--- config.mk ---
export PLATFORM = sky130hd
export DESIGN_NAME = lsnb_out_fifo
export DESIGN_NICKNAME = d
export VERILOG_FILES = /design/src/rtl/lsnb_pkg.sv /design/src/rtl/lsnb_out_fifo.sv
export SDC_FILE = /design/constraint.sdc
export NUM_CORES = 1
export LEC_CHECK = 0
export ABC_CLOCK_PERIOD_IN_PS = 3720
export BUFFER_PORTS_ARGS = -buffer_cell sky130_fd_sc_hd__buf_4
export CAP_MARGIN = 40
export CORE_AREA = 2 2 79 96
export CTS_BUF_LIST = sky130_fd_sc_hd__clkbuf_2
export DETAILED_ROUTE_END_ITERATION = 10
export DIE_AREA = 0 0 81 98
export GPL_TIMING_DRIVEN = 0
export PLACE_DENSITY_LB_ADDON = 0.08
export SLEW_MARGIN = 10
export SYNTH_ARGS = -nofsm -noshare
export SYNTH_HDL_FRONTEND = slang
export SYNTH_SLANG_ARGS = --single-unit
--- constraint.sdc ---
create_clock -name clk -period 3.72 [get_ports clk]
set_input_delay 0.744 -clock clk [delete_from_list [all_inputs] [get_ports clk]]
set_output_delay 0.744 -clock clk [all_outputs]
set_load 0.05 [all_outputs]
--- src/rtl/lsnb_pkg.sv ---
// Shared constants, types and helpers of the lidar scan node binner.
package lsnb_pkg;

    localparam int NUM_BINS   = 360;
    localparam int NODE_CAP   = 720;
    localparam int NUM_BANKS  = 3;
    localparam int FIFO_DEPTH = 3;
    localparam int NODE_LEN   = 5;

    localparam int BIN_W   = $clog2(NUM_BINS);
    localparam int CNT_W   = $clog2(NUM_BINS + 1);
    localparam int PEND_W  = $clog2(NODE_CAP + 1);
    localparam int IDX_W   = 10;
    localparam int DIST_W  = 16;
    localparam int QUAL_W  = 6;
    localparam int MM_W    = 14;
    localparam int PC_W    = 9;
    localparam int CFG_W   = 9;
    localparam int PHASE_W = 3;
    localparam int FPTR_W  = 2;
    localparam int FCNT_W  = 2;

    localparam logic [CFG_W-1:0]   MIN_VALID_RST = 9'd50;
    localparam logic [PHASE_W-1:0] PHASE_LAST    = PHASE_W'(NODE_LEN - 1);
    localparam logic [PC_W-1:0]    PC_MAX        = '1;

    localparam logic MODE_BYTE   = 1'b0;
    localparam logic MODE_READ   = 1'b1;
    localparam logic KIND_REPORT = 1'b0;
    localparam logic KIND_READ   = 1'b1;

    typedef logic [1:0] bank_sel_t;

    typedef struct packed {
        logic [DIST_W-1:0] dist_q2;
        logic [QUAL_W-1:0] qual;
    } bin_entry_t;

    localparam int ENTRY_W = $bits(bin_entry_t);

    typedef struct packed {
        logic              at_last;
        logic              ok;
        logic              sync;
        logic [BIN_W-1:0]  bin;
        logic [DIST_W-1:0] dist_q2;
        logic [QUAL_W-1:0] qual;
    } node_evt_t;

    typedef struct packed {
        logic init_busy;
        logic clr_busy;
        logic pending_nz;
    } store_status_t;

    typedef struct packed {
        logic              kind;
        logic [PC_W-1:0]   point_count;
        logic              scan_valid;
        logic [MM_W-1:0]   dist_mm;
        logic [QUAL_W-1:0] qual;
    } result_t;

    function automatic bank_sel_t bank_next(input bank_sel_t sel);
        bank_sel_t r;
        r = (sel == bank_sel_t'(NUM_BANKS - 1)) ? '0 : sel + 2'd1;
        return r;
    endfunction

    function automatic bank_sel_t bank_prev(input bank_sel_t sel);
        bank_sel_t r;
        r = (sel == '0) ? bank_sel_t'(NUM_BANKS - 1) : sel - 2'd1;
        return r;
    endfunction

    function automatic logic [PC_W-1:0] sat_count(input logic [CNT_W-1:0] cnt);
        logic [PC_W-1:0] r;
        r = (32'(cnt) > 32'(PC_MAX)) ? PC_MAX : cnt[PC_W-1:0];
        return r;
    endfunction

endpackage

--- src/rtl/lsnb_out_fifo.sv ---
// Three-entry result queue in front of the output channel.
module lsnb_out_fifo import lsnb_pkg::*; (
    input  logic              clk,
    input  logic              rst_n,
    input  logic              push,
    input  result_t           push_data,
    input  logic              out_ready,
    output logic              out_valid,
    output result_t           head,
    output logic [FCNT_W-1:0] count
);

    result_t           entries [FIFO_DEPTH];
    logic [FPTR_W-1:0] wr_ptr_reg, wr_ptr_next;
    logic [FPTR_W-1:0] rd_ptr_reg, rd_ptr_next;
    logic [FCNT_W-1:0] count_reg, count_next;
    logic              pop;

    function automatic logic [FPTR_W-1:0] ptr_inc(input logic [FPTR_W-1:0] p);
        logic [FPTR_W-1:0] r;
        r = (p == FPTR_W'(FIFO_DEPTH - 1)) ? '0 : p + FPTR_W'(1);
        return r;
    endfunction

    assign out_valid = (count_reg != '0);
    assign pop       = out_valid && out_ready;

    always_comb
    begin
        wr_ptr_next = push ? ptr_inc(wr_ptr_reg) : wr_ptr_reg;
        rd_ptr_next = pop ? ptr_inc(rd_ptr_reg) : rd_ptr_reg;
        count_next  = count_reg + FCNT_W'(push) - FCNT_W'(pop);
    end

    always_ff @(posedge clk or negedge rst_n)
    begin
        if (!rst_n)
        begin
            wr_ptr_reg <= '0;
            rd_ptr_reg <= '0;
            count_reg  <= '0;
        end
        else
        begin
            wr_ptr_reg <= wr_ptr_next;
            rd_ptr_reg <= rd_ptr_next;
            count_reg  <= count_next;
        end
    end

    always_ff @(posedge clk)
    begin
        if (push)
        begin
            entries[wr_ptr_reg] <= push_data;
        end
    end

    assign head  = entries[rd_ptr_reg];
    assign count = count_reg;

endmodule

==> metrics.cfg <==
[global_routing]
grt_max_degree=21
gr-total-overflow=0
met1_usage_pct=23.0
busiest_layer=met2
grt_util_met3_pct=4.25
grt_pass1_wl_mm=10.2
grt_antenna_before_repair=0
grt_pass1_vias=2081
grtUsageTotal_pct=17.7
gr-usage-met2_pct=28.7

[run_status]
status=finished clean

[worst_setup_path]
crit_path_start_kind=flop
path_class=reg2out
worstPathArrival_ps=1790
end_kind=output port
worstPathMaxFanout=10
required_ps=2980

[detailed_routing]
totalWireLength_mm=6.52
num_vias=2063
first_iter_violations=119
via_per_inst=5.09
wire_per_inst_um=16.1
drc_errors=0
ant_nets=0
dr.pass1.iters=4

[synth]
avgSynthCellArea_um2=16.9
synthCells=223
synthesis.area_mm2=0.00377
yosys_warnings=0
ys_types=22
synth-seq-cells=99
synth_seq_area_share_pct=78.1
synth_nets=260

[placed_design]
place_ws_ps=1530
dp_cells=388
place_area_mm2=0.00449
port_buffers=68
dp_hpwl_mm=4.37
place.gp.congestion=0.690

[timing]
slew-limit-headroom_pct=57.7
timing.final.crit_period_ps=2530
worstMarginPinSlew_ps=631
finalCritPeriodShare_pct=68.1
report.final.setup_viol=0
hold_viol_final=0
fin_skew_ps=26.5
fin_ws_ps=1190
rsz0062_at_grt=no
holdWs_ps=400
slew_viol_final=0
fmax_mhz=395

[cts]
ctsHoldBuffers=1
clock_path_buffers=2
clk_latency_ps=510
cts_buffers=9
htree_levels=3
clock_sinks=99
ctsRootBufferMaster=clkbuf_2
cts_tree=done
cts_post_setup_buffers_inserted=0
cts_resized=0
clk_pin_slew_ps=260

[final_layout]
final_area_mm2=0.00463
nNetsFinal=347
final_common_cell=edfxtp_1
final_cell_mix=edfxtp_1 (93), buf_4 (73), mux2i_1 (32), nand2_1 (32), o21ai_1 (29)
post-route-util_pct=65.6
regMostFlops=entries
largest_reg_flops=93
drive_gt1_share_pct=33.7
layoutNonFillerInstCount=405
synthToLayoutAreaGrowth_pct=23.1
antennaDiodeCount=0

[power]
vdd_ir_drop_max_v=0.000446
power.leakage_uw=0.00178
powerDensity_mw_per_mm2=823

[die]
top_level_ports=69
die_w_um=81
die_h_um=98
initial_core_util_pct=53.3
die_area_mm2=0.00794
num_rows=34
core_mm2=0.00706

[hold_path]
hp-class=in2reg

[run]
cap_violations=0

==> worst max-delay path, cell delays in order, from the launching register on <==
cell	delay [ps]
dfrtp_1	400
clkbuf_1	430
nand2_1	120
o21ai_1	100
buf_4	220
==> path summary, 6_finish.rpt <==
check                                     startpoint                   endpoint  slack (ps)  cells after the start
max in group asynchronous                      rst_n         count[0]$_DFF_PN0_        3100                      2
min in group asynchronous                      rst_n  rd_ptr_reg[0]$_DFFE_PN0P_         520                      2
min reg2reg                       count[1]$_DFF_PN0_         count[1]$_DFF_PN0_         540                      1
min                                     push_data[3]    entries[2][3]$_DFFE_PP_         400                      1
max reg2reg                wr_ptr_reg[1]$_DFFE_PN0P_   entries[0][17]$_DFFE_PP_        1910                      3
max                        rd_ptr_reg[1]$_DFFE_PN0P_                   head[29]        1190                      4
==> cells by family (layout without fill, tap and decap cells) <==
group	Yosys count	in the layout	share of synthesized area, %
flip-flops	99	99	78.1
AO/OA/AOI/OAI	33	33	4.45
multiplexers	34	34	9.10
adder cells (fa/ha/maj)	2	2	0.664
buffers and inverters	15	107	2.99
AND/OR/NAND/NOR	38	38	4.19
XOR/XNOR	2	2	0.465
==> metal layers <==
layer  wire, um  up-vias
met3        318        7
met5          0        -
met1       2800      993
li1           -     1001
met2       3320       62
met4         79        0
==> cell type report <==
| cell class | instances | area (um^2) |
|---|---|---|
| Inverter | 4 | 15.0 |
| Buffer | 11 | 97.6 |
| Clock inverter | 7 | 92.6 |
| Tap cell | 90 | 113 |
| Sequential cell | 99 | 2940 |
| Clock buffer | 9 | 45.0 |
| Multi-Input combinational cell | 109 | 728 |
| Timing Repair Buffer | 76 | 601 |
| Fill cell | 555 | 2430 |
==> per-stage QoR <==
stage / power [uW] / TNS [ps]
detailed placement: 3310 / 0
finish: 3820 / 0
global route: 4010 / 0
CTS: 3850 / 0
floorplan: 2780 / 0
global placement: 3260 / -99330
==> report_power, final <==
part / internal (uW) / leakage [uW] / switching (uW)
Combinational: 595 / 0.000770 / 1220
Clock: 220 / 0.0000772 / 334
Sequential: 1400 / 0.000931 / 52.4
Total: 2210 / 0.00178 / 1600
==> synthesized netlist by cell type, drive strengths merged <==
cell | n | area share, %
nand2 | 32 | 3.2
nor3b | 2 | 0.40
edfxtp | 93 | 74
mux2i | 32 | 8.5
dfrtp | 6 | 4.0
nor2 | 2 | 0.27
ha | 2 | 0.66
or2 | 1 | 0.17
buf | 10 | 2.5
mux2 | 2 | 0.60
o21ai | 32 | 4.3
inv | 4 | 0.40
xnor2 | 2 | 0.47
a21o | 1 | 0.20
clkbuf | 1 | 0.10
nor2b | 1 | 0.17
(Power assumes the default switching activity.)
