$ cat config.mk
export PLATFORM = sky130hd
export DESIGN_NAME = lsnb_node_asm
export DESIGN_NICKNAME = d
export VERILOG_FILES = /design/src/rtl/lsnb_pkg.sv /design/src/rtl/lsnb_node_asm.sv
export SDC_FILE = /design/constraint.sdc
export NUM_CORES = 1
export LEC_CHECK = 0
export BUFFER_PORTS_ARGS = -buffer_cell sky130_fd_sc_hd__buf_2
export CORE_ASPECT_RATIO = 0.75
export CORE_MARGIN = 2
export CORE_UTILIZATION = 50
export CTS_CLUSTER_SIZE = 16
export DETAILED_ROUTE_END_ITERATION = 10
export GPL_TIMING_DRIVEN = 0
export PLACE_DENSITY = 0.79
export SYNTH_ARGS = -nofsm -noshare
export SYNTH_HDL_FRONTEND = slang
export SYNTH_SLANG_ARGS = --single-unit
$ cat constraint.sdc
create_clock -name clk -period 4.4 [get_ports clk]
set_input_delay 0.66 -clock clk [delete_from_list [all_inputs] [get_ports clk]]
set_output_delay 0.66 -clock clk [all_outputs]
set_load 0.005 [all_outputs]
$ cat src/rtl/lsnb_pkg.sv
// Shared constants, types and helpers of the lidar scan node binner.
package lsnb_pkg;

    localparam int NUM_BINS   = 360;
    localparam int NODE_CAP   = 720;
    localparam int NUM_BANKS  = 3;
    localparam int FIFO_DEPTH = 3;
    localparam int NODE_LEN   = 5;

    localparam int BIN_W   = $clog2(NUM_BINS);
    localparam int CNT_W   = $clog2(NUM_BINS + 1);
    localparam int PEND_W  = $clog2(NODE_CAP + 1);
    localparam int IDX_W   = 10;
    localparam int DIST_W  = 16;
    localparam int QUAL_W  = 6;
    localparam int MM_W    = 14;
    localparam int PC_W    = 9;
    localparam int CFG_W   = 9;
    localparam int PHASE_W = 3;
    localparam int FPTR_W  = 2;
    localparam int FCNT_W  = 2;

    localparam logic [CFG_W-1:0]   MIN_VALID_RST = 9'd50;
    localparam logic [PHASE_W-1:0] PHASE_LAST    = PHASE_W'(NODE_LEN - 1);
    localparam logic [PC_W-1:0]    PC_MAX        = '1;

    localparam logic MODE_BYTE   = 1'b0;
    localparam logic MODE_READ   = 1'b1;
    localparam logic KIND_REPORT = 1'b0;
    localparam logic KIND_READ   = 1'b1;

    typedef logic [1:0] bank_sel_t;

    typedef struct packed {
        logic [DIST_W-1:0] dist_q2;
        logic [QUAL_W-1:0] qual;
    } bin_entry_t;

    localparam int ENTRY_W = $bits(bin_entry_t);

    typedef struct packed {
        logic              at_last;
        logic              ok;
        logic              sync;
        logic [BIN_W-1:0]  bin;
        logic [DIST_W-1:0] dist_q2;
        logic [QUAL_W-1:0] qual;
    } node_evt_t;

    typedef struct packed {
        logic init_busy;
        logic clr_busy;
        logic pending_nz;
    } store_status_t;

    typedef struct packed {
        logic              kind;
        logic [PC_W-1:0]   point_count;
        logic              scan_valid;
        logic [MM_W-1:0]   dist_mm;
        logic [QUAL_W-1:0] qual;
    } result_t;

    function automatic bank_sel_t bank_next(input bank_sel_t sel);
        bank_sel_t r;
        r = (sel == bank_sel_t'(NUM_BANKS - 1)) ? '0 : sel + 2'd1;
        return r;
    endfunction

    function automatic bank_sel_t bank_prev(input bank_sel_t sel);
        bank_sel_t r;
        r = (sel == '0) ? bank_sel_t'(NUM_BANKS - 1) : sel - 2'd1;
        return r;
    endfunction

    function automatic logic [PC_W-1:0] sat_count(input logic [CNT_W-1:0] cnt);
        logic [PC_W-1:0] r;
        r = (32'(cnt) > 32'(PC_MAX)) ? PC_MAX : cnt[PC_W-1:0];
        return r;
    endfunction

endpackage

$ cat src/rtl/lsnb_node_asm.sv
// Byte phase counter, node byte holding registers and node decode.
module lsnb_node_asm import lsnb_pkg::*; (
    input  logic      clk,
    input  logic      rst_n,
    input  logic      byte_take,
    input  logic [7:0] data_byte,
    output node_evt_t evt
);

    logic [PHASE_W-1:0] phase_reg, phase_next;
    logic [7:0]         bytes_reg [NODE_LEN-1];
    logic [15:0]        angle_word;
    logic [IDX_W-1:0]   raw_bin;
    logic [IDX_W-1:0]   wrapped_bin;

    always_comb
    begin
        phase_next = phase_reg;
        if (byte_take)
        begin
            phase_next = (phase_reg == PHASE_LAST) ? '0 : phase_reg + 3'd1;
        end
    end

    always_ff @(posedge clk or negedge rst_n)
    begin
        if (!rst_n)
        begin
            phase_reg <= '0;
        end
        else
        begin
            phase_reg <= phase_next;
        end
    end

    always_ff @(posedge clk)
    begin
        if (byte_take && (phase_reg != PHASE_LAST))
        begin
            bytes_reg[phase_reg[1:0]] <= data_byte;
        end
    end

    // Angle word: whole degrees in bits 15..7, wrap once into the bin range.
    always_comb
    begin
        angle_word  = {bytes_reg[2], bytes_reg[1]};
        raw_bin     = IDX_W'(angle_word[15:7]);
        wrapped_bin = (raw_bin >= IDX_W'(NUM_BINS)) ? raw_bin - IDX_W'(NUM_BINS) : raw_bin;

        evt.at_last = (phase_reg == PHASE_LAST);
        evt.ok      = angle_word[0] && (bytes_reg[0][0] != bytes_reg[0][1]);
        evt.sync    = bytes_reg[0][0];
        evt.bin     = wrapped_bin[BIN_W-1:0];
        evt.dist_q2 = {data_byte, bytes_reg[3]};
        evt.qual    = bytes_reg[0][7:2];
    end

endmodule

==> impl_metrics.tcl <==
set metrics [dict create \
    run_status "complete, no violations" \
    route.final.wire_length_mm 2.350 \
    synth_enable_flop_cells 26 \
    dpl_wire_length_mm 1.826 \
    placed_cells_incl_taps 179 \
    path_cells "inv_1, ha_1, o21bai_1, nand2b_1, a31oi_1, buf_2" \
    post_synth_instance_area_sq_mm 0.001346 \
    hold_viol_final 0 \
    globalRouteTotalUtil_pct 16.40 \
    gp_congestion 0.7909 \
    routed-via-count 878 \
    initial_util_pct 52.13 \
    p_per_area_mw_per_mm2 428.8 \
    layout.core_utilization_pct 64.20 \
    period_minus_slack_ns 2.476 \
    std_cell_rows 16 \
    yosysTopAreaCellShare_pct 57.99 \
    seq_area_frac_synth_pct 63.57 \
    timing.setup.critical_path_class "reg -> out" \
    dominantRegCellSynth "sky130_fd_sc_hd__edfxtp_1" \
    timing.slew.headroom_pct 71.65 \
    timing_worst_slew_pin_value_ns 0.4252 \
    i_o_pin_count 45 \
    drcViolationCount 0 \
    whs_ns 0.1241 \
    tritoncts.num_buffers 5 \
    peak_fanout_along_the_critical_path 5 \
    first_pass_grt_wire_length_mm 3.795 \
    clk_latency_ns 0.31 \
    core_area_sq_mm 0.002582 \
    dr.pass1.iters 4 \
    yosys.area.top_type "sky130_fd_sc_hd__edfxtp_1" \
    most_area_consuming_cells_after_synthesis "sky130_fd_sc_hd__edfxtp_1, sky130_fd_sc_hd__buf_4, sky130_fd_sc_hd__dfrtp_1" \
    largest_reg_flops 26 \
    setup.worst_path.end_class "output pin" \
    totalPowerFinal_mw 0.7109 \
    detail-route-antenna-nets 0 \
    buffer_type_at_the_clock_tree_root "sky130_fd_sc_hd__clkbuf_4" \
    num_antenna_cells 0 \
    nets 166 \
    nFillCells 201 \
    setup_total_negative_slack_ns 0 \
    worst_ir_drop_vdd_mv 0.3342 \
    timing_max_transition_violations_final 0 \
    place.port_buffers 43 \
    final_layout_size_suffix_gt1_share_pct 47.68 \
    grt_max_degree 11 \
    drt-vias-per-instance 4.695 \
    worst-endpoint-required_ns 3.74 \
    post_layout_nonfiller_instances 187 \
    synth_seq_cells 29 \
    timing.hold.worst.class "in -> async" \
    cts_hold_buf 0 \
    synthesis.yosys.warnings 0 \
    antenna_found_initial 0 \
    cts_setup_buffers 0 \
    cp_slowest_stage_delay_ns 0.47 \
    total_global_routing_overflow 0 \
    period_share_pct 56.28 \
    static-leakage-power_nw 0.7494 \
    cts_resized 0 \
    post-place-ws_ns 2.268 \
    clock_tree_from_tritoncts "built" \
    first_iter_violations 80 \
    synth.lib_cells_used.distinct 28 \
    synth_area_per_cell_sq_um 13.46 \
    post_synth_inst_count 100 \
    timing.clock.skew_ns 0.007819 \
    floorplan.die_area_sq_mm 0.003128 \
    fraction_of_registers_with_async_set_or_reset_after_synthesis_pct 10.34 \
    fin_ws_ns 1.924 \
    clockBufferDepth 2 \
    first_global_vias 825 \
    die_height_um 48.94 \
    synth_nets 116 \
    synth_commonest_cells "sky130_fd_sc_hd__edfxtp_1, sky130_fd_sc_hd__buf_4, sky130_fd_sc_hd__nand2_1" \
    clock_transition_time_at_the_flip_flop_clock_pins_of_the_worst_setup_and_hold_paths_ns 0.09 \
    cts.sinks 29 \
    maxClockFrequency_mhz 403.9 \
    floorplan.die.width_um 63.92 \
    routed_wire_length_per_instance_um 12.57 \
    timing.max_cap.violations 0 \
    crit_path_top_delay_cell "sky130_fd_sc_hd__edfxtp_1" \
    layout-area-overhead-vs-synth_pct 23.14 \
    timing.critical_path.arrival_ns 1.82 \
    stdcell_area_sq_mm 0.001658 \
    detailed_place.area_sq_mm 0.001607 \
    timing.final.setup_violations 0 \
    ctsHtreeMaxLevel 2 \
    rsz0062_at_grt "no" \
    worstSetupStartpointType "flop" \
    top_count_cell_post_synth "sky130_fd_sc_hd__edfxtp_1" \
]
routing by layer:
| layer | wire [um] | GRT usage [%] | vias up |
|---|---|---|---|
| met3 | 156 | 6.005 | 2 |
| met2 | 1256 | 27.78 | 34 |
| met4 | 3 | 6.884 | 0 |
| li1 | - | - | 439 |
| met1 | 934 | 18.70 | 403 |
| met5 | 0 | 0 | - |
layout by cell type (no fill, tap or decap), types with 2 or more instances in the layout:
| cell type | Yosys | layout |
|---|---|---|
| sky130_fd_sc_hd__edfxtp_1 | 26 | 26 |
| sky130_fd_sc_hd__buf_2 | 0 | 43 |
| sky130_fd_sc_hd__nand2_1 | 7 | 7 |
| sky130_fd_sc_hd__ha_1 | 5 | 5 |
| sky130_fd_sc_hd__buf_4 | 18 | 18 |
| sky130_fd_sc_hd__clkinv_2 | 0 | 2 |
| sky130_fd_sc_hd__nand3b_1 | 2 | 2 |
| sky130_fd_sc_hd__clkbuf_4 | 0 | 5 |
| sky130_fd_sc_hd__inv_1 | 6 | 6 |
| sky130_fd_sc_hd__clkbuf_1 | 1 | 2 |
| sky130_fd_sc_hd__and3_1 | 3 | 3 |
| sky130_fd_sc_hd__dfrtp_1 | 3 | 3 |
| sky130_fd_sc_hd__nand3_1 | 2 | 2 |
| sky130_fd_sc_hd__nor2_1 | 3 | 3 |
| sky130_fd_sc_hd__nor2b_1 | 3 | 3 |
| sky130_fd_sc_hd__o21ai_0 | 5 | 5 |
| sky130_fd_sc_hd__a21oi_1 | 2 | 2 |
power by group:
group	switching [mW]	internal, mW
sequential	0.0249	0.355
clock	0.0832	0.0607
combinational	0.0991	0.0882
total	0.207	0.504
worst paths after layout:
check	from	to	slack, ns	cells past startpoint
max reg2reg	phase_reg[0]	bytes_reg[3][4]	2.73	4
min reg2reg	phase_reg[2]	phase_reg[2]	0.51	2
max in group asynchronous	rst_n	phase_reg[0]	4.17	1
max	bytes_reg[2][3]	evt[28]	1.92	6
min	rst_n	phase_reg[1]	0.12	1
min in group clk	phase_reg[2]	phase_reg[2]	0.51	2
worst max-delay path, delay by kind of cell, from the launching register on:
kind                       cells  cell delay [ns]
and+or+nand+nor                1             0.17
AOI/OAI and AO/OA              2             0.31
buffers and inverters          2             0.29
DFF                            1             0.47
adders and majority gates      1             0.26
logic make-up after synthesis:
| family | after synthesis | synth area share, % |
|---|---|---|
| AND/OR/NAND/NOR | 25 | 11.43 |
| adder cells (fa/ha/maj) | 5 | 4.647 |
| AO/OA/AOI/OAI | 14 | 7.063 |
| flip-flops | 29 | 63.57 |
| XOR/XNOR | 2 | 1.301 |
| buffers and inverters | 25 | 11.99 |
final cells by class:
type | instances | area, sq um | area share [%]
plain buffers | 19 | 138.9 | 8.377
clock buffers | 6 | 41.29 | 2.491
clock inverters | 2 | 10.01 | 0.6038
inverters | 6 | 22.52 | 1.358
multi-input cells | 46 | 329.1 | 19.85
flip-flops and latches | 29 | 855.8 | 51.62
well taps | 36 | 45.04 | 2.717
repair buffers | 43 | 215.2 | 12.98
No activity file was read; power rests on OpenSTA's default activity.
